--- src/hw/rtl/gcd_pkg.sv ---
package gcd_pkg;

  // Fixed-point layout of the angle inputs: degrees times 2^ANGLE_FRAC_BITS.
  localparam int ANGLE_FRAC_BITS = 20;
  localparam int CORDIC_STAGES_DEF = 24;

  // Width of an angle after the longitude difference, sign-extended.
  localparam int ANG_W = 31;

  // One turn, half and quarter turn in input angle units.
  localparam int FULL_TURN = 360 * (2 ** ANGLE_FRAC_BITS);
  localparam int HALF_TURN = 180 * (2 ** ANGLE_FRAC_BITS);
  localparam int QUARTER_TURN = 90 * (2 ** ANGLE_FRAC_BITS);

  // Magnitude of a folded angle, at most a quarter turn.
  localparam int MAG_W = $clog2(QUARTER_TURN + 1);

  // CORDIC datapath widths: x and y in Q30 with headroom, z in Q30 radians.
  localparam int XY_W = 35;
  localparam int Z_W = 34;

  // Square root cells: one root bit per cell over a 64-bit radicand.
  localparam int SQ_RAD_W = 64;
  localparam int SQ_ROOT_W = SQ_RAD_W / 2;
  localparam int SQ_REM_W = SQ_ROOT_W + 4;
  localparam int SQRT_CELLS = SQ_ROOT_W;

  localparam logic [31:0] PI_Q30 = 32'd3373259426;
  localparam logic signed [XY_W-1:0] GAIN_INV_Q30 = 35'sh026DD3B6A;
  localparam logic [15:0] RADIUS_RESET = 16'd6371;

  // Arctangent of 2^-idx in Q30 radians.
  function automatic logic signed [Z_W-1:0] atan_q30(input int unsigned idx);
    case (idx)
      0: return 34'sh03243F6A8;
      1: return 34'sh01DAC6705;
      2: return 34'sh00FADBAFC;
      3: return 34'sh007F56EA6;
      4: return 34'sh003FEAB76;
      5: return 34'sh001FFD55B;
      6: return 34'sh000FFFAAA;
      7: return 34'sh0007FFF55;
      8: return 34'sh0003FFFEA;
      9: return 34'sh0001FFFFD;
      10: return 34'sh0000FFFFF;
      11: return 34'sh00007FFFF;
      12: return 34'sh00003FFFF;
      13: return 34'sh00001FFFF;
      14: return 34'sh00000FFFF;
      15: return 34'sh000007FFF;
      16: return 34'sh000003FFF;
      17: return 34'sh000001FFF;
      18: return 34'sh000000FFF;
      19: return 34'sh0000007FF;
      20: return 34'sh0000003FF;
      21: return 34'sh0000001FF;
      22: return 34'sh0000000FF;
      23: return 34'sh00000007F;
      24: return 34'sh00000003F;
      25: return 34'sh00000001F;
      26: return 34'sh00000000F;
      27: return 34'sh000000008;
      28: return 34'sh000000004;
      29: return 34'sh000000002;
      30: return 34'sh000000001;
      default: return '0;
    endcase
  endfunction

endpackage

--- src/hw/rtl/gcd_cordic_cell.sv ---
module gcd_cordic_cell #(
  parameter int SHIFT = 0,
  parameter bit VECTORING = 1'b0
) (
  input  logic                             clk,
  input  logic signed [gcd_pkg::XY_W-1:0]  x_in,
  input  logic signed [gcd_pkg::XY_W-1:0]  y_in,
  input  logic signed [gcd_pkg::Z_W-1:0]   z_in,
  output logic signed [gcd_pkg::XY_W-1:0]  x_out,
  output logic signed [gcd_pkg::XY_W-1:0]  y_out,
  output logic signed [gcd_pkg::Z_W-1:0]   z_out
);

  localparam logic signed [gcd_pkg::Z_W-1:0] ATAN = gcd_pkg::atan_q30(SHIFT);

  logic signed [gcd_pkg::XY_W-1:0] xs, ys;
  logic dir;

  // Rotation steers by the residual angle, vectoring by the sign of y.
  assign xs = x_in >>> SHIFT;
  assign ys = y_in >>> SHIFT;
  assign dir = VECTORING ? y_in[gcd_pkg::XY_W-1] : ~z_in[gcd_pkg::Z_W-1];

  // One micro-rotation per cell.
  always_ff @(posedge clk) begin
    if (dir) begin
      x_out <= x_in - ys;
      y_out <= y_in + xs;
      z_out <= z_in - ATAN;
    end else begin
      x_out <= x_in + ys;
      y_out <= y_in - xs;
      z_out <= z_in + ATAN;
    end
  end

endmodule

--- config.mk ---
export PLATFORM = sky130hd
export DESIGN_NAME = gcd_cordic_cell
export DESIGN_NICKNAME = d
export VERILOG_FILES = /design/src/hw/rtl/gcd_pkg.sv /design/src/hw/rtl/gcd_cordic_cell.sv
export SDC_FILE = /design/constraint.sdc
export NUM_CORES = 1
export LEC_CHECK = 0
export BUFFER_PORTS_ARGS = -buffer_cell sky130_fd_sc_hd__buf_2
export CAP_MARGIN = 20
export CORE_MARGIN = 5
export CORE_UTILIZATION = 53
export CTS_BUF_LIST = sky130_fd_sc_hd__clkbuf_16
export CTS_CLUSTER_DIAMETER = 200
export DETAILED_ROUTE_END_ITERATION = 8
export PLACE_DENSITY = 0.78
export SYNTH_ARGS = -nofsm -noshare
export SYNTH_HDL_FRONTEND = slang
export SYNTH_SLANG_ARGS = --single-unit
--- constraint.sdc ---
create_clock -name clk -period 8.93 [get_ports clk]
set_input_delay 0.893 -clock clk [delete_from_list [all_inputs] [get_ports clk]]
set_output_delay 0.893 -clock clk [all_outputs]
set_load 0.005 [all_outputs]
* Word level (Yosys, flattened, before mapping)
Index checks and enable logic that the tools add are counted.
** Cells by class
- Add/subtract/negate cells :: 5
- Muxes and demuxes :: 3
** Operators with widths (count)
- $mux W35 :: 2
- $sub A35 B35 Y35 :: 2
- $add A35 B35 Y35 :: 1
- $add A34 B31 Y34 const B :: 1
- $mux W34 :: 1
- $sub A34 B31 Y34 const B :: 1
** Storage, ports and cells
- Bits in registers :: 104
- Word-level logic and storage cells :: 11

* Longest topological paths before layout
- Depth after elaboration :: 2
- Depth in mapped cells :: 13
- Mapped depth without buffers :: 12

* Worst setup path before layout
Ideal clock, no wire load.
- Kind :: in2reg
- From :: in z_in[33] in the netlist's numbering
- To :: reg z_out[31] in the netlist's numbering
- Setup time :: 0.131 ns
- Setup slack :: 4.844 ns
- Cell stages on the path :: 13
- Required time :: 8.799 ns
- Arrival time :: 3.955 ns
- Cell sequence :: clkbuf_1 -> inv_2 -> clkbuf_1 -> fa_1 -> a211oi_1 -> o21bai_1 -> a21oi_1 -> o21ai_2 -> a221oi_4 -> o21ai_2 -> a2111oi_4 -> o31ai_1 -> xor2_1
** Between the ends
- Longest elaborated chain between the ends :: 1
** RTL lines
- start, declared :: RTL line gcd_cordic_cell.sv:8 : input logic signed [gcd_pkg::Z_W-1:0] z_in,
- $mux W34 :: RTL line gcd_cordic_cell.sv:26 : if (dir) begin
- end signal, assigned :: RTL line gcd_cordic_cell.sv:29 : z_out <= z_in - ATAN;
- end signal, assigned :: RTL line gcd_cordic_cell.sv:33 : z_out <= z_in + ATAN;
- end, declared :: RTL line gcd_cordic_cell.sv:11 : output logic signed [gcd_pkg::Z_W-1:0] z_out
Every way passes these cells.

* Worst setup path in the final report
Same ends and word-level chain as after synthesis.

==> results.sh <==
export IMPL_status="completed"
export IMPL_worstSetupEndpointType="register"
export IMPL_cp_required_ps=9160
export IMPL_coreArea_sq_um=17900
export IMPL_setup_tns_ps=0
export IMPL_leakage_nw=5.24
export IMPL_post_cts_resized=0
export IMPL_relSlewSlack_pct=33.4
export IMPL_clk_path_buf_depth=2
export IMPL_io_pin_count=209
export IMPL_dr_pass1_iters=5
export IMPL_syn_avg_cell_area_sq_um=7.87
export IMPL_worstSetupPathType="in2reg"
export IMPL_rsz0062_at_grt="no"
export IMPL_power_frac_clock_pct=21.4
export IMPL_seqPwrFrac_pct=35.3
export IMPL_switching_share_pct=37.3
export IMPL_critPathLaunchType="input port"
export IMPL_worst_hold_path_type="in2reg"
export IMPL_fp_dieW_microns=145
export IMPL_powerDensity_nw_per_um2=152
export IMPL_fmax_ghz=0.228
export IMPL_root_buffer="clkbuf_16"
export IMPL_drtIter0Drc=966
export IMPL_ys_async_sr_fraction_pct=0
export IMPL_synthTopCellsByArea="dfxtp_1 (21%), ha_1 (17%), a21oi_1 (7.9%)"
export IMPL_num_antenna_cells=0
export IMPL_dr_total_vias=9760
export IMPL_fill_cells=1652
export IMPL_pwr_share_comb_pct=43.3
export IMPL_io_buffers=208
export IMPL_drive_gt1_share_pct=18.1
export IMPL_syn_instance_count=1224
export IMPL_drv_cap=0
export IMPL_ys_ff_latch=103
export IMPL_antenna_found_initial=0
export IMPL_peakVddDrop_mv=0.105
export IMPL_fin_ws_ps=4550
export IMPL_worstMarginPinSlew_ps=1000
export IMPL_final_common_cell="buf_2"
export IMPL_ys_types=82
export IMPL_hold_buffers=0
export IMPL_worstPathMaxFanout=87
export IMPL_drv_slew=0
export IMPL_yosys_warnings=0
export IMPL_syn_nets=1466
export IMPL_ys_seq_area_share_pct=21.4
export IMPL_fin_crit_ps=4380
export IMPL_clk_transition_reported_paths_ps=70
export IMPL_drt_total_wl_mm=29.4
export IMPL_switchingPower_uw=625
export IMPL_hpwl_mm=23.5
export IMPL_timing_hold_violations_final=0
export IMPL_total_power_mw=1.68
export IMPL_post_cts_repair_setup_buffers=0
export IMPL_wl_per_cell_microns=18.1
export IMPL_post_route_drc_count=0
export IMPL_tritoncts="yes"
export IMPL_fin_util_pct=61.5
export IMPL_dp_worst_setup_slack_ps=4200
export IMPL_post_drt_via_cell_ratio=5.99
export IMPL_nNetsFinal=1638
export IMPL_grt_pass1_wl_mm=45.6
export IMPL_clock_sinks=103
export IMPL_yosysTopAreaCellShare_pct=21.4
export IMPL_finalSetupViolCount=0
export IMPL_arrival_ps=4600
export IMPL_grt_max_degree=88
export IMPL_start_util_pct=53.8
export IMPL_postRouteAntennaNets=0
export IMPL_die_h_microns=145
export IMPL_yosys_area_top_type="dfxtp_1"
export IMPL_place_gp_congestion=0.982
export IMPL_layout_area_overhead_vs_synth_pct=14.3
export IMPL_dieArea_sq_um=21000
export IMPL_synth_edff_count=0
export IMPL_grt_pass1_vias=8975
export IMPL_cts_buffers=9
export IMPL_groute_usage_overall_pct=27.0
export IMPL_cts_max_level=3
export IMPL_cell_internal_pwr_mw=1.05
export IMPL_std_cell_rows=49
export IMPL_synth_cell_area_sq_um=9630
export IMPL_fin_crit_sh_pct=49.0
export IMPL_final_cell_mix="buf_2 (208), a21oi_1 (152), ha_1 (133)"
export IMPL_grt_overflow_total=0
export IMPL_synth_ff_type="dfxtp_1"
==> metrics by stage <==
step	area (sq um)	std cells	hold slack, ps
after global routing	11000	1629	634
after CTS	11000	1629	632
after global placement	10800	1614	995
final	11000	1629	641
after floorplan	9630	1224	921
after detailed placement	10800	1614	997
==> sequential cells by signal, summed over array words and instances, names as in the netlist <==
name	count
x_out	35
y_out	34
z_out	34
==> power groups by stage <==
stage | combinational, mW | clock (mW) | sequential [mW]
detailed placement | 0.715 | 0 | 0.603
global route | 0.796 | 0.385 | 0.603
finish | 0.725 | 0.359 | 0.592
floorplan | 0.435 | 0 | 0.619
global placement | 0.710 | 0 | 0.601
CTS | 0.719 | 0.367 | 0.593
==> kinds of logic (layout without fill, tap and decap cells) <==
kind of cell	after synthesis	count (layout)	share of synthesized area [%]
xor gates and xnor gates	92	92	8.37
AOI/OAI and AO/OA	442	442	30.4
muxes	18	18	1.88
DFF	103	103	21.4
adders and majority gates	137	137	18.1
buffers and inverters	175	351	7.21
and+or+nand+nor	257	257	12.6
==> area by class of cell <==
class,count,area [sq um],share of cell area (%)
inverter,126,475,4.32
multi-input combinational,946,6870,62.4
timing repair buffer,210,1060,9.59
clock inverter,6,31.3,0.284
sequential,103,2060,18.7
tap,229,287,2.60
clock buffer,9,225,2.05
==> cells in the mapped netlist (all sizes together) (3+ instances only) <==
library cell	number
clkinv	3
o211ai	23
inv	123
and3	4
o31ai	11
xnor2	79
nor3	20
a211oi	23
a21oi	152
o211a	3
xor2	13
or3	4
o41ai	3
o21ai	78
o21a	15
o221ai	3
and2	3
nand2b	13
a2111oi	4
nor2b	11
nand2	57
clkbuf	27
or2	5
o31a	3
a21o	30
dfxtp	103
a211o	4
nand3	12
o22ai	7
o2111ai	4
a311oi	5
a21boi	5
o311ai	4
nand4	22
mux2i	17
nor4	10
a31oi	14
a221oi	3
o21bai	28
buf	22
ha	133
fa	4
nor2	91
o311a	3
==> final timing paths <==
kind	startpoint	end	slack, ps	cells past startpoint
setup / recovery	z_in[33]	z_out[31]	4550	14
hold / removal	z_in[2]	z_out[2]	640	1
==> critical path, cell delays in order <==
cell and delay [ps]:
buf_2 70, buf_4 730, inv_2 80, buf_4 400, ha_1 380, a211oi_1 230
o21bai_1 110, a21oi_1 340, o21ai_2 130, a221oi_4 310, o21ai_2 150, a2111oi_4 440
o31ai_1 150, xor2_1 150
==> routing by layer <==
metal  GRT usage, %  wire [microns]
met5              0               0
met4           8.59             813
met3           4.01            2660
met2           44.9           13400
met1           36.1           12600
No activity file was read; power rests on OpenSTA's default activity.
