--- config.mk ---
export PLATFORM = sky130hd
export DESIGN_NAME = gcd_sqrt_cell
export DESIGN_NICKNAME = d
export VERILOG_FILES = /design/src/hw/rtl/gcd_pkg.sv /design/src/hw/rtl/gcd_sqrt_cell.sv
export SDC_FILE = /design/constraint.sdc
export NUM_CORES = 1
export LEC_CHECK = 0
export BUFFER_PORTS_ARGS = -buffer_cell sky130_fd_sc_hd__buf_4
export CAP_MARGIN = 20
export CORE_MARGIN = 8
export CORE_UTILIZATION = 24
export CTS_BUF_LIST = sky130_fd_sc_hd__clkbuf_2 sky130_fd_sc_hd__clkbuf_4 sky130_fd_sc_hd__clkbuf_8
export DETAILED_ROUTE_END_ITERATION = 6
export RECOVER_POWER = 25
export SLEW_MARGIN = 15
export SYNTH_ARGS = -nofsm -noshare
export SYNTH_HDL_FRONTEND = slang
export SYNTH_SLANG_ARGS = --single-unit
--- constraint.sdc ---
create_clock -name clk -period 2.5 [get_ports clk]
set_input_delay 0.25 -clock clk [delete_from_list [all_inputs] [get_ports clk]]
set_output_delay 0.25 -clock clk [all_outputs]
set_load 0.01 [all_outputs]
--- src/hw/rtl/gcd_pkg.sv ---
package gcd_pkg;

  // Fixed-point layout of the angle inputs: degrees times 2^ANGLE_FRAC_BITS.
  localparam int ANGLE_FRAC_BITS = 20;
  localparam int CORDIC_STAGES_DEF = 24;

  // Width of an angle after the longitude difference, sign-extended.
  localparam int ANG_W = 31;

  // One turn, half and quarter turn in input angle units.
  localparam int FULL_TURN = 360 * (2 ** ANGLE_FRAC_BITS);
  localparam int HALF_TURN = 180 * (2 ** ANGLE_FRAC_BITS);
  localparam int QUARTER_TURN = 90 * (2 ** ANGLE_FRAC_BITS);

  // Magnitude of a folded angle, at most a quarter turn.
  localparam int MAG_W = $clog2(QUARTER_TURN + 1);

  // CORDIC datapath widths: x and y in Q30 with headroom, z in Q30 radians.
  localparam int XY_W = 35;
  localparam int Z_W = 34;

  // Square root cells: one root bit per cell over a 64-bit radicand.
  localparam int SQ_RAD_W = 64;
  localparam int SQ_ROOT_W = SQ_RAD_W / 2;
  localparam int SQ_REM_W = SQ_ROOT_W + 4;
  localparam int SQRT_CELLS = SQ_ROOT_W;

  localparam logic [31:0] PI_Q30 = 32'd3373259426;
  localparam logic signed [XY_W-1:0] GAIN_INV_Q30 = 35'sh026DD3B6A;
  localparam logic [15:0] RADIUS_RESET = 16'd6371;

  // Arctangent of 2^-idx in Q30 radians.
  function automatic logic signed [Z_W-1:0] atan_q30(input int unsigned idx);
    case (idx)
      0: return 34'sh03243F6A8;
      1: return 34'sh01DAC6705;
      2: return 34'sh00FADBAFC;
      3: return 34'sh007F56EA6;
      4: return 34'sh003FEAB76;
      5: return 34'sh001FFD55B;
      6: return 34'sh000FFFAAA;
      7: return 34'sh0007FFF55;
      8: return 34'sh0003FFFEA;
      9: return 34'sh0001FFFFD;
      10: return 34'sh0000FFFFF;
      11: return 34'sh00007FFFF;
      12: return 34'sh00003FFFF;
      13: return 34'sh00001FFFF;
      14: return 34'sh00000FFFF;
      15: return 34'sh000007FFF;
      16: return 34'sh000003FFF;
      17: return 34'sh000001FFF;
      18: return 34'sh000000FFF;
      19: return 34'sh0000007FF;
      20: return 34'sh0000003FF;
      21: return 34'sh0000001FF;
      22: return 34'sh0000000FF;
      23: return 34'sh00000007F;
      24: return 34'sh00000003F;
      25: return 34'sh00000001F;
      26: return 34'sh00000000F;
      27: return 34'sh000000008;
      28: return 34'sh000000004;
      29: return 34'sh000000002;
      30: return 34'sh000000001;
      default: return '0;
    endcase
  endfunction

endpackage

--- src/hw/rtl/gcd_sqrt_cell.sv ---
module gcd_sqrt_cell (
  input  logic                             clk,
  input  logic [gcd_pkg::SQ_REM_W-1:0]     rem_in,
  input  logic [gcd_pkg::SQ_ROOT_W-1:0]    root_in,
  input  logic [gcd_pkg::SQ_RAD_W-1:0]     rad_in,
  output logic [gcd_pkg::SQ_REM_W-1:0]     rem_out,
  output logic [gcd_pkg::SQ_ROOT_W-1:0]    root_out,
  output logic [gcd_pkg::SQ_RAD_W-1:0]     rad_out
);

  logic [gcd_pkg::SQ_REM_W-1:0] tmp, trial;
  logic ge;

  // Bring down the next two radicand bits and try a one in the root.
  assign tmp = {rem_in[gcd_pkg::SQ_REM_W-3:0], rad_in[gcd_pkg::SQ_RAD_W-1 -: 2]};
  assign trial = {2'b00, root_in, 2'b01};
  assign ge = (tmp >= trial);

  always_ff @(posedge clk) begin
    rem_out <= ge ? tmp - trial : tmp;
    root_out <= {root_in[gcd_pkg::SQ_ROOT_W-2:0], ge};
    rad_out <= rad_in << 2;
  end

endmodule

Word level (Yosys, flattened, before mapping)
Cells that the tools add are included.
{"block": "word_totals", "regBits": 130, "in_bits": 133, "output_inout_bits": 132, "elab_cells": 6}
{"block": "op_classes", "add_sub_neg": 1, "n_lt_le_gt_ge": 1, "muxes": 1}
{"cell": "$ge 36x34->1", "n": 1}
{"cell": "$mux 36", "n": 1}
{"cell": "$sub 36x34->36", "n": 1}

Logic depth before layout (Yosys ltp)
Gate-level depths: netlist of the first run.
{"block": "depth", "depth_word": 2, "ltp_mapped": 12, "mapped_depth_nobuf": 10}

Least setup slack after synthesis of the first run
OpenSTA, ideal clock, no wires.
{"block": "synth_path", "kind": "input to register", "from": "in root_in[18] (netlist bit)", "to": "reg rem_out[11] (netlist bit)", "setup_ps": 121, "arrival_time_ps": 2166, "t_required_ps": 2379, "setup_slack_ps": 213, "path_stages": 11, "path_buffers": 2, "path_cell_list": "inv_1 ha_1 buf_2 nand4_1 nor4_4 nand2_1 nor3_2 nor3b_2 a21oi_4 buf_6 mux2_4"}
{"block": "synth_between", "elab_chain_len": 2}
{"item": "start, declared", "line_no": "gcd_sqrt_cell.sv:4", "source": "input logic [gcd_pkg::SQ_ROOT_W-1:0] root_in,"}
{"item": "$ge 36x34->1", "line_no": "gcd_sqrt_cell.sv:17", "source": "assign ge = (tmp >= trial);"}
{"item": "$mux 36", "line_no": "gcd_sqrt_cell.sv:20", "source": "rem_out <= ge ? tmp - trial : tmp;"}
{"item": "end signal, assigned", "line_no": "gcd_sqrt_cell.sv:20"}
{"item": "end, declared", "line_no": "gcd_sqrt_cell.sv:6", "source": "output logic [gcd_pkg::SQ_REM_W-1:0] rem_out,"}
Every way passes these cells.

Worst setup path after layout of the first run
{"block": "layout_path", "from": "in root_in[27] (netlist bit)", "to": "reg rem_out[23] (netlist bit)"}
Same word-level chain as after synthesis.

==> results.cfg, run 1 <==
[outcome]
outcome = finished clean

[hold_path]
hold_path_class = in -> reg
holdPathStages = 2

[critical_path]
cp_cell_sequence = dlygate4sd3_1 -> buf_4 -> inv_1 -> ha_1 -> a21o_1 -> a21o_1 -> a21oi_2 -> o21ai_1 -> nor3b_2 -> a21oi_4 -> buf_4 -> buf_12 -> nor2_1 -> a21oi_2
cp_max_fo = 20
required_ns = 2.83
cp_slowest_stage_delay_ns = 0.53
arrival_ns = 2.73
worstSetupStartpointType = input pin
worstSetupPathType = in -> reg
crit_slowest_cell = dlygate4sd3_1
cp-end-kind = register

[power_and_ir_drop]
seqPwrFrac = 0.403
switchingPower_mw = 1.787
p_int_mw = 4.043
powerDensity_nw_per_um2 = 625.1
power.share.switching = 0.3065
comb_power_share = 0.288
p_leak_nw = 4.423
vdd_drop_max_mv = 0.2672
p_clk_frac = 0.310

[place]
place.gp.congestion = 0.8178
post-dp-hpwl_um = 14980
port_buffers = 260
dpl_cell_area_um2 = 8011
place_ws_ns = -0.1126

[die]
die_w_um = 164.5
fp.coreArea_um2 = 21760
start_util = 0.2433
ioPinCount = 265
die-height_um = 164.5
rows = 54
fp.dieArea_um2 = 27060

[layout]
layout.nets = 1117
final_util = 0.4287
multi_input_area_um2 = 2414
nFillCells = 2121
drive_above_1_share = 0.4112
seqCellArea_um2 = 2603
area_delta_synth_final_pct = 76.22
layout_common_cells = 266 x buf_4, 130 x dfxtp_1, 94 x dlygate4sd3_1, 59 x clkbuf_4, 49 x a21oi_1
fin_area_um2 = 9326
final_common_cell = buf_4
diodes = 0

[yosys]
seq_area_frac_synth = 0.4917
synth_edf_count = 0
ys_ff_latch = 130
ys_warn_count = 0
netlist_instances = 529
synth_cell_types = 65
synth_area_um2 = 5293
ys.flop_type = dfxtp_1
avgSynthCellArea_um2 = 10.00
async_flop_share = 0

[grt]
gr-total-overflow = 0
grt_pass1_wl_um = 29100
antenna_found_initial = 0
grtUsageTotal = 0.1392
grt_pass1_vias = 5423
grt_max_degree = 21

[timing]
finalWorstSetupSlack_ns = 0.09933
fmax_mhz = 416.6
hold_viol_final = 0
setup_viol = 0
timing.setup.tns_ns = 0
fin_crit_ns = 2.401
fin_crit_sh = 0.9603
final-max-slew-violation-count = 0

[clock_tree]
cts_sinks = 130
cts-root-buf = clkbuf_8
cts.clk_slew.worst_paths_ns = 0.09
postCtsSetupBuffers = 0
htree_levels = 4
cts_buffers = 17
cts_tree = done
clk_path_buf_depth = 2

[flow_run]
drv_cap = 0

[route]
drcViolationCount = 0
postRouteAntennaNets = 0
drt_iter0_markers = 184
wl_per_cell_um = 15.44
drtPass1Iterations = 5
wirelength_um = 19190
vias = 5223
vias_per_cell = 4.202
-- registers in the layout, summed over array words and instances, names as in the netlist --
register and cells:
rad_out 62, rem_out 36, root_out 32
-- kinds of logic after synthesis --
logic type / count (synthesis) / synth area share
flip-flops: 130 / 0.4917
adder cells (fa/ha/maj): 34 / 0.08038
buffers and inverters: 62 / 0.05366
XOR/XNOR: 33 / 0.05603
multiplexers: 10 / 0.02624
AO/OA/AOI/OAI: 133 / 0.1667
AND/OR/NAND/NOR: 126 / 0.1246
other: 1 / 0.0007085
-- path summary, 6_finish.rpt --
path / startpoint / slack, ns / end
worst max-delay path: root_in[27] / 0.1 / rem_out[23]$_DFF_P_
worst min-delay path: rem_in[2] / 0.04 / rem_out[4]$_DFF_P_
-- area by class of cell --
type                    instances  area share
repair buffers                424      0.3676
flip-flops and latches        130      0.2790
multi-input cells             338      0.2588
well taps                     280     0.03756
clock buffers                  18     0.02589
inverters                      39     0.01570
clock inverters                14     0.01543
-- critical path: cells and delay by family --
family / cells / cell delay (ns)
buffers and inverters: 5 / 1.01
AND/OR/NAND/NOR: 2 / 0.37
AO/OA/AOI/OAI: 6 / 0.79
adder cells (fa/ha/maj): 1 / 0.28
-- synth_stat cells (all sizes together), types with 2 or more instances --
| cell | n | area, um2 |
|---|---|---|
| ha | 34 | 425.4 |
| dfxtp | 130 | 2603 |
| nor4 | 2 | 33.78 |
| buf | 19 | 121.4 |
| nand2b | 5 | 31.28 |
| o21a | 6 | 46.30 |
| a21o | 7 | 52.55 |
| xnor2 | 19 | 173.9 |
| o2111ai | 3 | 32.53 |
| xor2 | 14 | 122.6 |
| and3 | 4 | 25.02 |
| a221oi | 2 | 23.77 |
| a21boi | 2 | 15.02 |
| nor2 | 40 | 150.1 |
| inv | 39 | 146.4 |
| nor3 | 10 | 60.06 |
| a21oi | 60 | 345.3 |
| clkbuf | 4 | 16.26 |
| and2 | 3 | 21.27 |
| o211ai | 5 | 37.54 |
| or4 | 2 | 15.01 |
| a211oi | 2 | 15.01 |
| o21ai | 26 | 130.1 |
| nor2b | 4 | 32.53 |
| mux2 | 10 | 138.9 |
| a31oi | 3 | 18.77 |
| o21bai | 6 | 45.04 |
| nand2 | 32 | 122.6 |
| nand3 | 9 | 45.04 |
| nand4 | 11 | 75.07 |
-- through the flow --
| stage | power [mW] | cells | hold slack [ns] |
|---|---|---|---|
| final | 5.830 | 1243 | 0.04080 |
| after detailed placement | 3.979 | 1117 | 0.3555 |
| after global routing | 6.193 | 1243 | 0.008936 |
| after floorplan | 3.141 | 530 | 0.2777 |
| after global placement | 3.968 | 1117 | 0.3545 |
| after CTS | 5.949 | 1242 | 0.0008259 |
-- timing repair --
item,in CTS,in global routing
endpoints found under the hold margin,93,1
hold buffers,93,1
resized for setup,0,2
setup endpoints to repair,0,28
-- metal layers --
metal	track usage	vias to the layer above	wire length [um]	part of all wire
met3	0.05060	16	1841	0.096
met4	0.03931	0	263	0.014
met1	0.1476	2343	7500	0.39
met5	0	-	0	0
li1	-	2677	-	-
met2	0.2548	187	9583	0.50
-- power groups by stage --
stage / logic [mW] / clock network (mW) / registers (mW)
floorplan: 0.631 / 0 / 2.51
finish: 1.68 / 1.81 / 2.35
detailed placement: 1.58 / 0 / 2.40
global placement: 1.58 / 0 / 2.39
CTS: 1.71 / 1.89 / 2.35
global route: 1.83 / 1.99 / 2.37
No activity file was read; power rests on OpenSTA's default activity.
==> inputs of run 2 (changes only) <==
- CORE_UTILIZATION: 24 -> 47
- PLACE_DENSITY: unset -> 0.82
==> results.cfg, run 2 (synthesis results as in run 1) <==
[outcome]
outcome = finished with violations
failed_checks = negative setup slack

[timing]
fin_crit_sh = 1.022
finalWorstSetupSlack_ns = -0.05388
tightest_slew_ns = 0.5682
slew_headroom = 0.6172
fin_crit_ns = 2.554
final-max-slew-violation-count = 0
holdWs_ns = 0.02161
hold_viol_final = 0
fmax_mhz = 391.6
setup_viol = 3
timing.setup.tns_ns = -0.06863

[layout]
top_regs = rad_out: 62 flops, rem_out: 36 flops, root_out: 32 flops
area_delta_synth_final_pct = 72.96
drive_above_1_share = 0.4245
final_common_cell = buf_4
layout.nets = 1108
stdcell_count = 1094
final_util = 0.8371
diodes = 0
largest_register_ffs = 62
layout_common_cells = 290 x buf_4, 130 x dfxtp_1, 93 x dlygate4sd3_1, 48 x a21oi_1, 39 x inv_1
top_register = rad_out

[critical_path]
required_ns = 2.86
worstSetupPathType = in -> reg
cp-end-kind = register
worstSetupStartpointType = input pin
cp_max_fo = 7
arrival_ns = 2.91

[route]
wirelength_um = 24650
wl_per_cell_um = 22.53
vias = 5927
drt_iter0_markers = 505
drtPass1Iterations = 6
drcViolationCount = 0
vias_per_cell = 5.418
postRouteAntennaNets = 0

[die]
ioPinCount = 265
start_util = 0.4840
die-height_um = 122.1
fp.coreArea_um2 = 10940
rows = 38
die_w_um = 122.1
fp.dieArea_um2 = 14910

[clock_tree]
cts.clk_slew.worst_paths_ns = 0.08
cts_buffers = 17
htree_levels = 4
clk_path_buf_depth = 2
cts_tree = done
cts-root-buf = clkbuf_8
cts_sinks = 130
postCtsSetupBuffers = 0

[place]
place.gp.congestion = 0.8799
port_buffers = 260
dp.cells = 969
post-dp-hpwl_um = 14770

[grt]
antenna_found_initial = 0
met2_usage = 0.5535
use_met3 = 0.09810
grt.busiest_layer = met2
grtUsageTotal = 0.3096
gr-total-overflow = 0
grt_pass1_wl_um = 35240
grt_pass1_vias = 6197
met1_usage = 0.3084
grt_max_degree = 20

[hold_path]
holdPathStages = 2
hold_path_class = in -> reg
hp-start = rem_in[6]
hold_end = rem_out[8]$_DFF_P_

[power_and_ir_drop]
powerDensity_nw_per_um2 = 654.1
p_leak_nw = 4.392
vdd_drop_max_mv = 0.5758

[flow_run]
drv_cap = 0
-- run 2: metrics by stage --
step                      cell area, um2  power [mW]  setup WS, ns
after CTS                           9082       5.808       0.01067
after floorplan                     5296       3.141        0.2127
after global routing                9154       6.174      -0.06648
final                               9154       5.987      -0.05388
after global placement              7764       3.912      -0.01001
after detailed placement            7764       3.949       -0.1015
-- run 2: layer usage --
layer  share of wire  up-vias
met5               0        -
met4           0.059        0
met3           0.082      112
met2            0.50      367
met1            0.35     2805
li1                -     2643
-- run 2: critical path: stages --
cell	delay, ns
dlygate4sd3_1	0.54
buf_4	0.12
inv_1	0.04
ha_1	0.38
a21oi_1	0.27
o21ai_0	0.20
a211oi_1	0.32
o21bai_1	0.10
a21oi_1	0.15
o21ai_0	0.13
xor2_1	0.16
mux2_4	0.26
-- run 2: layout make-up --
class | count | area, um2
Fill cell | 537 | 1782
Timing Repair Buffer | 415 | 3353
Clock buffer | 21 | 282.8
Multi-Input combinational cell | 338 | 2489
Clock inverter | 11 | 105.1
Inverter | 39 | 146.4
Sequential cell | 130 | 2603
Tap cell | 140 | 175.2
-- run 2: worst max path at each step --
stage                                to  slack [ns]   startpoint
floorplan           rem_out[11]$_DFF_P_        0.21  root_in[18]
global placement    rem_out[21]$_DFF_P_       -0.01   rem_in[18]
detailed placement  rem_out[19]$_DFF_P_       -0.10   rem_in[18]
CTS                 rem_out[30]$_DFF_P_        0.01  root_in[27]
global route        rem_out[33]$_DFF_P_       -0.07  root_in[26]
finish              rem_out[33]$_DFF_P_       -0.05  root_in[26]
-- run 2: timing repair --
action	CTS	global route
setup endpoints to repair	0	35
resized for setup	0	23
hold buffers	93	0
hold endpoints to repair	93	0
-- run 2: report_power, final --
group          internal [mW]  switching, mW  total, mW
combinational          0.928          0.860       1.79
clock                  0.879          0.947       1.83
sequential              2.29         0.0829       2.37
total                   4.10           1.89       5.99
