$ cat src/hw/rtl/gcd_pkg.sv
package gcd_pkg;

  // Fixed-point layout of the angle inputs: degrees times 2^ANGLE_FRAC_BITS.
  localparam int ANGLE_FRAC_BITS = 20;
  localparam int CORDIC_STAGES_DEF = 24;

  // Width of an angle after the longitude difference, sign-extended.
  localparam int ANG_W = 31;

  // One turn, half and quarter turn in input angle units.
  localparam int FULL_TURN = 360 * (2 ** ANGLE_FRAC_BITS);
  localparam int HALF_TURN = 180 * (2 ** ANGLE_FRAC_BITS);
  localparam int QUARTER_TURN = 90 * (2 ** ANGLE_FRAC_BITS);

  // Magnitude of a folded angle, at most a quarter turn.
  localparam int MAG_W = $clog2(QUARTER_TURN + 1);

  // CORDIC datapath widths: x and y in Q30 with headroom, z in Q30 radians.
  localparam int XY_W = 35;
  localparam int Z_W = 34;

  // Square root cells: one root bit per cell over a 64-bit radicand.
  localparam int SQ_RAD_W = 64;
  localparam int SQ_ROOT_W = SQ_RAD_W / 2;
  localparam int SQ_REM_W = SQ_ROOT_W + 4;
  localparam int SQRT_CELLS = SQ_ROOT_W;

  localparam logic [31:0] PI_Q30 = 32'd3373259426;
  localparam logic signed [XY_W-1:0] GAIN_INV_Q30 = 35'sh026DD3B6A;
  localparam logic [15:0] RADIUS_RESET = 16'd6371;

  // Arctangent of 2^-idx in Q30 radians.
  function automatic logic signed [Z_W-1:0] atan_q30(input int unsigned idx);
    case (idx)
      0: return 34'sh03243F6A8;
      1: return 34'sh01DAC6705;
      2: return 34'sh00FADBAFC;
      3: return 34'sh007F56EA6;
      4: return 34'sh003FEAB76;
      5: return 34'sh001FFD55B;
      6: return 34'sh000FFFAAA;
      7: return 34'sh0007FFF55;
      8: return 34'sh0003FFFEA;
      9: return 34'sh0001FFFFD;
      10: return 34'sh0000FFFFF;
      11: return 34'sh00007FFFF;
      12: return 34'sh00003FFFF;
      13: return 34'sh00001FFFF;
      14: return 34'sh00000FFFF;
      15: return 34'sh000007FFF;
      16: return 34'sh000003FFF;
      17: return 34'sh000001FFF;
      18: return 34'sh000000FFF;
      19: return 34'sh0000007FF;
      20: return 34'sh0000003FF;
      21: return 34'sh0000001FF;
      22: return 34'sh0000000FF;
      23: return 34'sh00000007F;
      24: return 34'sh00000003F;
      25: return 34'sh00000001F;
      26: return 34'sh00000000F;
      27: return 34'sh000000008;
      28: return 34'sh000000004;
      29: return 34'sh000000002;
      30: return 34'sh000000001;
      default: return '0;
    endcase
  endfunction

endpackage

$ cat src/hw/rtl/gcd_reduce.sv
module gcd_reduce (
  input  logic                              clk,
  input  logic signed [gcd_pkg::ANG_W-1:0]  angle,
  output logic signed [gcd_pkg::Z_W-1:0]    theta,
  output logic                              flip
);

  localparam int RW = $clog2(gcd_pkg::FULL_TURN);
  localparam int MW = gcd_pkg::MAG_W;
  localparam int QW = 31;
  // The half-turn scale 180 * 2^ANGLE_FRAC_BITS is 45 * 2^(ANGLE_FRAC_BITS + 2).
  localparam int DEG_SHIFT = gcd_pkg::ANGLE_FRAC_BITS + 2;
  localparam int NQ_W = MW + 32 - DEG_SHIFT;
  // Reciprocal of 45 scaled by 2^43, rounded up; exact for every dividend below 2^37.
  localparam int RECIP_W = 38;
  localparam int RECIP_SHIFT = 43;
  localparam logic [RECIP_W-1:0] RECIP = 38'd195468733827;
  localparam logic [18:0] RECIP_LO = RECIP[18:0];
  localparam logic [18:0] RECIP_HI = RECIP[37:19];

  localparam logic signed [gcd_pkg::ANG_W-1:0] FULL_S = gcd_pkg::ANG_W'(gcd_pkg::FULL_TURN);
  localparam logic signed [gcd_pkg::ANG_W-1:0] TWO_FULL_S =
    gcd_pkg::ANG_W'(2 * gcd_pkg::FULL_TURN);
  localparam logic [RW-1:0] FULL_U = RW'(gcd_pkg::FULL_TURN);
  localparam logic [RW-1:0] HALF_U = RW'(gcd_pkg::HALF_TURN);
  localparam logic [RW-1:0] QUARTER_U = RW'(gcd_pkg::QUARTER_TURN);
  localparam logic [RW-1:0] THREE_Q_U = RW'(gcd_pkg::FULL_TURN - gcd_pkg::QUARTER_TURN);

  logic signed [gcd_pkg::ANG_W-1:0] wrap;
  logic [RW-1:0] r1;
  logic [MW-1:0] mag2;
  logic neg2, flip2;
  logic [MW+31:0] prod3;
  logic [NQ_W-1:0] pq;
  logic neg3, flip3;
  logic [18:0] pq_lo;
  logic [17:0] pq_hi;
  logic [37:0] p_ll, p_lh;
  logic [36:0] p_hl, p_hh;
  logic neg4, flip4;
  logic [74:0] total;
  logic [QW-1:0] q5;
  logic neg5, flip5;
  logic [gcd_pkg::Z_W-1:0] qx;

  // Wrap the angle into one turn, from zero up.
  always_comb begin
    if (angle < -FULL_S) begin
      wrap = angle + TWO_FULL_S;
    end else if (angle < 0) begin
      wrap = angle + FULL_S;
    end else if (angle < FULL_S) begin
      wrap = angle;
    end else begin
      wrap = angle - FULL_S;
    end
  end

  always_ff @(posedge clk) begin
    r1 <= wrap[RW-1:0];
  end

  // Fold into a quarter turn, keeping the sign and whether the cosine flips.
  always_ff @(posedge clk) begin
    if (r1 <= QUARTER_U) begin
      mag2 <= MW'(r1);
      neg2 <= 1'b0;
      flip2 <= 1'b0;
    end else if (r1 < HALF_U) begin
      mag2 <= MW'(HALF_U - r1);
      neg2 <= 1'b0;
      flip2 <= 1'b1;
    end else if (r1 < THREE_Q_U) begin
      mag2 <= MW'(r1 - HALF_U);
      neg2 <= 1'b1;
      flip2 <= 1'b1;
    end else begin
      mag2 <= MW'(FULL_U - r1);
      neg2 <= 1'b1;
      flip2 <= 1'b0;
    end
  end

  // Scale by pi and drop the power-of-two part of the half-turn scale.
  assign prod3 = mag2 * gcd_pkg::PI_Q30;

  always_ff @(posedge clk) begin
    pq <= prod3[MW+31:DEG_SHIFT];
    neg3 <= neg2;
    flip3 <= flip2;
  end

  // Divide by 45 through the reciprocal, as four partial products.
  assign pq_lo = pq[18:0];
  assign pq_hi = pq[NQ_W-1:19];

  always_ff @(posedge clk) begin
    p_ll <= pq_lo * RECIP_LO;
    p_lh <= pq_lo * RECIP_HI;
    p_hl <= pq_hi * RECIP_LO;
    p_hh <= pq_hi * RECIP_HI;
    neg4 <= neg3;
    flip4 <= flip3;
  end

  assign total = 75'(p_ll) + (75'(p_lh) << 19) + (75'(p_hl) << 19) + (75'(p_hh) << 38);

  always_ff @(posedge clk) begin
    q5 <= total[RECIP_SHIFT+QW-1:RECIP_SHIFT];
    neg5 <= neg4;
    flip5 <= flip4;
  end

  // Reapply the sign to get radians in Q30.
  assign qx = {{(gcd_pkg::Z_W-QW){1'b0}}, q5};

  always_ff @(posedge clk) begin
    theta <= neg5 ? -qx : qx;
    flip <= flip5;
  end

endmodule

$ cat config.mk
export PLATFORM = sky130hd
export DESIGN_NAME = gcd_reduce
export DESIGN_NICKNAME = d
export VERILOG_FILES = /design/src/hw/rtl/gcd_pkg.sv /design/src/hw/rtl/gcd_reduce.sv
export SDC_FILE = /design/constraint.sdc
export NUM_CORES = 2
export LEC_CHECK = 0
export BUFFER_PORTS_ARGS = -buffer_cell sky130_fd_sc_hd__buf_2
export CORE_MARGIN = 5
export CORE_UTILIZATION = 60
export DETAILED_ROUTE_END_ITERATION = 12
export GPL_TIMING_DRIVEN = 0
export PLACE_DENSITY_LB_ADDON = 0.1
export SKIP_LAST_GASP = 1
export SYNTH_ARGS = -nofsm -noshare
export SYNTH_HDL_FRONTEND = slang
export SYNTH_SLANG_ARGS = --single-unit
$ cat constraint.sdc
create_clock -name clk -period 18.7 [get_ports clk]
set_input_delay 3.74 -clock clk [delete_from_list [all_inputs] [get_ports clk]]
set_output_delay 3.74 -clock clk [all_outputs]
set_load 0.02 [all_outputs]
# Yosys cells after proc, flatten, opt, wreduce, memory -nomap -nowiden
# Index checks and enable logic that the tools add are counted.
[classes] mux=10 n_mul=5 n_addsub=10 order_cmp=6
[ops] operator="$mux 29" count=3
[ops] operator="$mux 27" count=3
[ops] operator="$add 59x74->74" count=1
[ops] operator="$lt 31x30->1 const B" count=2
[ops] operator="$add 58x51->59" count=1
[ops] operator="$add 29x29->29 const B" count=2
[ops] operator="$add 33x57->58" count=1
[ops] operator="$mul 27x31->58 const B" count=1
[ops] operator="$mul 19x19->38 const B" count=1
[ops] operator="$mul 18x19->36 const B" count=1
[ops] operator="$neg 31->34" count=1
[ops] operator="$mul 19x14->33 const B" count=1
[ops] operator="$mul 18x14->32 const B" count=1
[ops] operator="$lt 31x1->1 const B" count=1
[ops] operator="$mux 31" count=1
[ops] operator="$le 29x27->1 const B" count=1
[ops] operator="$lt 29x28->1 const B" count=1
[ops] operator="$lt 29x29->1 const B" count=1
[ops] operator="$sub 29x29->29 const B" count=1
[ops] operator="$sub 26x27->27 const A" count=1
[ops] operator="$sub 27x26->27 const B" count=1
[ops] operator="$sub 27x27->27 const A" count=1
[ops] operator="$mux 1" count=3
[totals] wordCells=50 regBits=306 output_inout_bits=35 inputBits=32

# Depth between registers and ports, before layout
[depth] ltp_word=4 depth_mapped=26

# Least setup slack after synthesis
# Ideal clock, no wire load.
[synth_path] path_type="register -> register" from="register mag2[13]" to="register pq[33]" t_required_ps=18565 stages_incl_launch_ff=22 setup_ps=135 period_less_slack_ps=6579 path_slack_ps=12121 t_arrival_ps=6444 path_cell_list="dfxtp_1 > fa_1 > fa_1 > inv_1 > fa_1 > inv_1 > fa_1 > fa_1 > fa_1 > inv_1 > fa_1 > inv_1 > ha_1 > clkbuf_1 > a21o_1 > o21bai_1 > a221o_1 > a2111oi_0 > a21oi_1 > o221a_2 > mux2i_1 > o2111ai_1"
[synth_between] elab_chain_cells=1
[synth_rtl] element="start, declared" line="gcd_reduce.sv:31" source="logic [MW-1:0] mag2;"
[synth_rtl] element="start signal, assigned" line="gcd_reduce.sv:66" source="mag2 <= MW'(r1);"
[synth_rtl] element="start signal, assigned" line="gcd_reduce.sv:70" source="mag2 <= MW'(HALF_U - r1);"
[synth_rtl] element="start signal, assigned" line="gcd_reduce.sv:74" source="mag2 <= MW'(r1 - HALF_U);"
[synth_rtl] element="$mul 27x31->58" line="gcd_reduce.sv:85" source="assign prod3 = mag2 * gcd_pkg::PI_Q30;"
[synth_rtl] element="named net prod3[55]" line="gcd_reduce.sv:33" source="logic [MW+31:0] prod3;"
[synth_rtl] element="end signal, assigned" line="gcd_reduce.sv:88" source="pq <= prod3[MW+31:DEG_SHIFT];"
[synth_rtl] element="end, declared" line="gcd_reduce.sv:34" source="logic [NQ_W-1:0] pq;"
# The timed path passes the listed nets, and every way through them passes these cells.
# A chain may end at the register's enable or synchronous reset.

# Final worst setup path
[layout_path] from="register mag2[22]" to="register pq[33]"
# The elaborated chain is that of the path after synthesis.

==> run summary <==
CP max-delay cell -> dfxtp_1
DR vias/cell -> 5.32
CP Cell Sequence -> inv_1 > fa_1 > clkbuf_1 > inv_1 > a21oi_1 > fa_1 > fa_1 > inv_1 > fa_1 > inv_1 > fa_1 > fa_1 > inv_1 > ha_1 > clkbuf_1 > nand2_1 > nor3_1 > nand4_1 > a21oi_1 > nand3_1 > a21oi_1 > o221a_2 > mux2i_1 > o2111ai_1
Port Buf Inserts -> 64
Slew @ Worst Pin -> 0.905 ns
Min Clock Period, post-route -> 7.81 ns
Initial antenna violation count -> 1
Placer Congestion -> 0.928
CP Capture Type -> register
Area after DPL -> 41,100 um2
Crit Path Max Fanout -> 9
Global-route wire length before repair -> 146 mm
Most common cell in the netlist -> inv_1
CTS Hold Buffers Added -> 0
CTS sink cnt -> 284
Overall global routing resource usage -> 0.255
Crit path capture -> pq[33]
CTS resizes -> 0
CP arrival -> 8.28 ns
Largest cells by area after synthesis -> fa_1 30%, ha_1 25%, dfxtp_1 14%
Finished Cell Area -> 42,200 um2
Vias in the first global route -> 28,000
Min Hold Slack -> 0.325 ns
Total of max-cap violations -> 0
Routed Antenna Nets -> 0
Dominant cell type by area after synthesis -> fa_1
RR Endpoint -> pq[33]
Root buf cell -> clkbuf_16
Synth Net Count -> 5,428
Final hold vios -> 0
Synth cell count leaders -> 1,011 x inv_1, 779 x ha_1, 603 x fa_1
Unrepaired setup endpoints after global routing -> false
CTS clk-pin slew, worst paths -> 0.06 ns
Relative slew slack -> 0.391
TritonCTS clock tree -> yes
DRC viols -> 0
Core area -> 65,700 um2
Seq/Total Area, Yosys -> 0.143
Critical Path Start -> mag2[22]
Initial core utilization -> 0.604
Overall routed net length -> 88.1 mm
Die X -> 267 um
# Post-CTS Setup Buffers -> 0
Worst r2r src -> mag2[22]
Total CTS buffers -> 31
Count of pins over their slew limit -> 0
CP dominant cell by count -> fa_1
Yosys reg bits -> 284
Die area -> 71,400 um2
Ys Warns -> 0
Dpl hpwl -> 77.7 mm
Setup TNS Final -> 0 ns
Asr flop ratio synth -> 0
Crit path kind -> reg -> reg
Endpoints failing setup -> 0
Final Skew -> 0.0184 ns
Post-synthesis cell type count -> 76
R2r setup slk -> 10.89 ns
Layout cells sized above 1 -> 0.0346
Worst EP required -> 19.17 ns
Mapped Cells -> 4,014
Via count -> 26,600
Syn_area_per_cell -> 9.89 um2
H-tree levels -> 1
CP startpoint kind -> register
Pre-antenna DRT Iters -> 5
# IOs -> 67
CP max stage delay -> 0.67 ns
Largest net degree at the start of global routing -> 17
Clk_lat worst skew -> 0.60 ns
Fmax -> 0.128 GHz
Cell area after synthesis -> 39,700 um2
Final period util -> 0.418
Nets -> 5,526
R2R cell count -> 24
Grt ovf -> 0
Hold Path Class -> reg -> reg
CTS Buffer Depth -> 3
Status -> complete, no violations
Placement Rows -> 94
Post-synth top flop -> dfxtp_1
Antenna diodes -> 0
Syn-to-layout area delta -> 6.20%
Starting DRT DRC Count -> 1,276
Avg WL per Cell -> 17.6 um
Die Span Y -> 267 um
Post-synth EDFFs -> 0
Post-synth top area share -> 0.304
-- final cells by class --
type                            count  area (um2)
Inverter                         1012        3800
Multi-Input combinational cell   2678       30100
Sequential cell                   284        5690
Clock inverter                     17         191
Clock buffer                       41         863
Fill cell                        5473       23600
Buffer                             40         153
Timing Repair Buffer               65         325
Tap cell                          864        1080
-- stage by stage --
| step | std cells | setup slack (ns) | utilization |
|---|---|---|---|
| 3_3_place_gp | 4942 | 11.01 | 0.625 |
| 5_1_grt | 5001 | 10.58 | 0.641 |
| 6_report | 5001 | 10.89 | 0.641 |
| 4_1_cts | 5001 | 10.87 | 0.641 |
| 2_1_floorplan | 4014 | 12.12 | - |
| 3_5_place_dp | 4943 | 10.94 | 0.625 |
-- kinds of logic after synthesis --
logic type / Yosys count / synth area share
AOI/OAI and AO/OA: 589 / 0.0967
and+or+nand+nor: 483 / 0.0613
buffers and inverters: 1052 / 0.0995
muxes: 7 / 0.00180
xor gates and xnor gates: 217 / 0.0479
DFF: 284 / 0.143
adders and majority gates: 1382 / 0.550
-- flip-flops by register name, summed over array words and instances, names as in the netlist, 27 cells and up --
register  count
p_hl         29
p_hh         36
theta        34
p_lh         38
mag2         27
r1           29
pq           37
q5           31
-- per-layer routing --
layer	GRT usage	part of all wire	up-vias
li1	-	-	13100
met1	0.346	0.45	12900
met2	0.448	0.49	443
met3	0.0292	0.037	113
met4	0.0487	0.023	0
met5	0	0	-
-- cells in the final DEF, fill, tap and decap left out, types with 8 or more instances in the layout --
master | Yosys | routed
a211oi_1 | 21 | 21
a21o_1 | 98 | 98
a21oi_1 | 166 | 166
a31oi_1 | 23 | 23
and2_1 | 9 | 9
and3_1 | 28 | 28
buf_2 | 1 | 66
clkbuf_1 | 35 | 40
clkbuf_16 | 0 | 31
clkinv_2 | 0 | 8
dfxtp_1 | 284 | 284
fa_1 | 603 | 603
ha_1 | 779 | 779
inv_1 | 1011 | 1011
nand2_1 | 119 | 119
nand2b_1 | 17 | 17
nand3_1 | 48 | 48
nand4_1 | 22 | 22
nor2_1 | 112 | 112
nor2b_1 | 20 | 20
nor3_1 | 45 | 45
o2111ai_1 | 8 | 8
o211ai_1 | 14 | 14
o21a_1 | 21 | 21
o21ai_0 | 107 | 107
o21bai_1 | 28 | 28
o22ai_1 | 8 | 8
o31ai_1 | 13 | 13
o41ai_1 | 8 | 8
or3_1 | 12 | 12
or4_1 | 9 | 9
xnor2_1 | 156 | 156
xor2_1 | 61 | 61
-- critical path: cells and delay by family (launching register included) --
kind | cells | cell delay [ns]
adder cells (fa/ha/maj) | 7 | 3.42
AO/OA/AOI/OAI | 5 | 1.28
buffers and inverters | 7 | 1.08
AND/OR/NAND/NOR | 4 | 1.03
flip-flops | 1 | 0.67
multiplexers | 1 | 0.19
-- worst min path at each step --
| stage | start | endpoint | depth (start not counted) |
|---|---|---|---|
| finish | flip5 | flip | 0 |
| global route | flip3 | flip4 | 0 |
| CTS | flip5 | flip | 0 |
| detailed placement | flip4 | flip5 | 0 |
| global placement | neg2 | neg3 | 0 |
| floorplan | flip5 | flip | 0 |
Power is left out: the tool's default activity adds up to more than one toggle a clock period on the data nets, which glitch-free logic cannot reach.
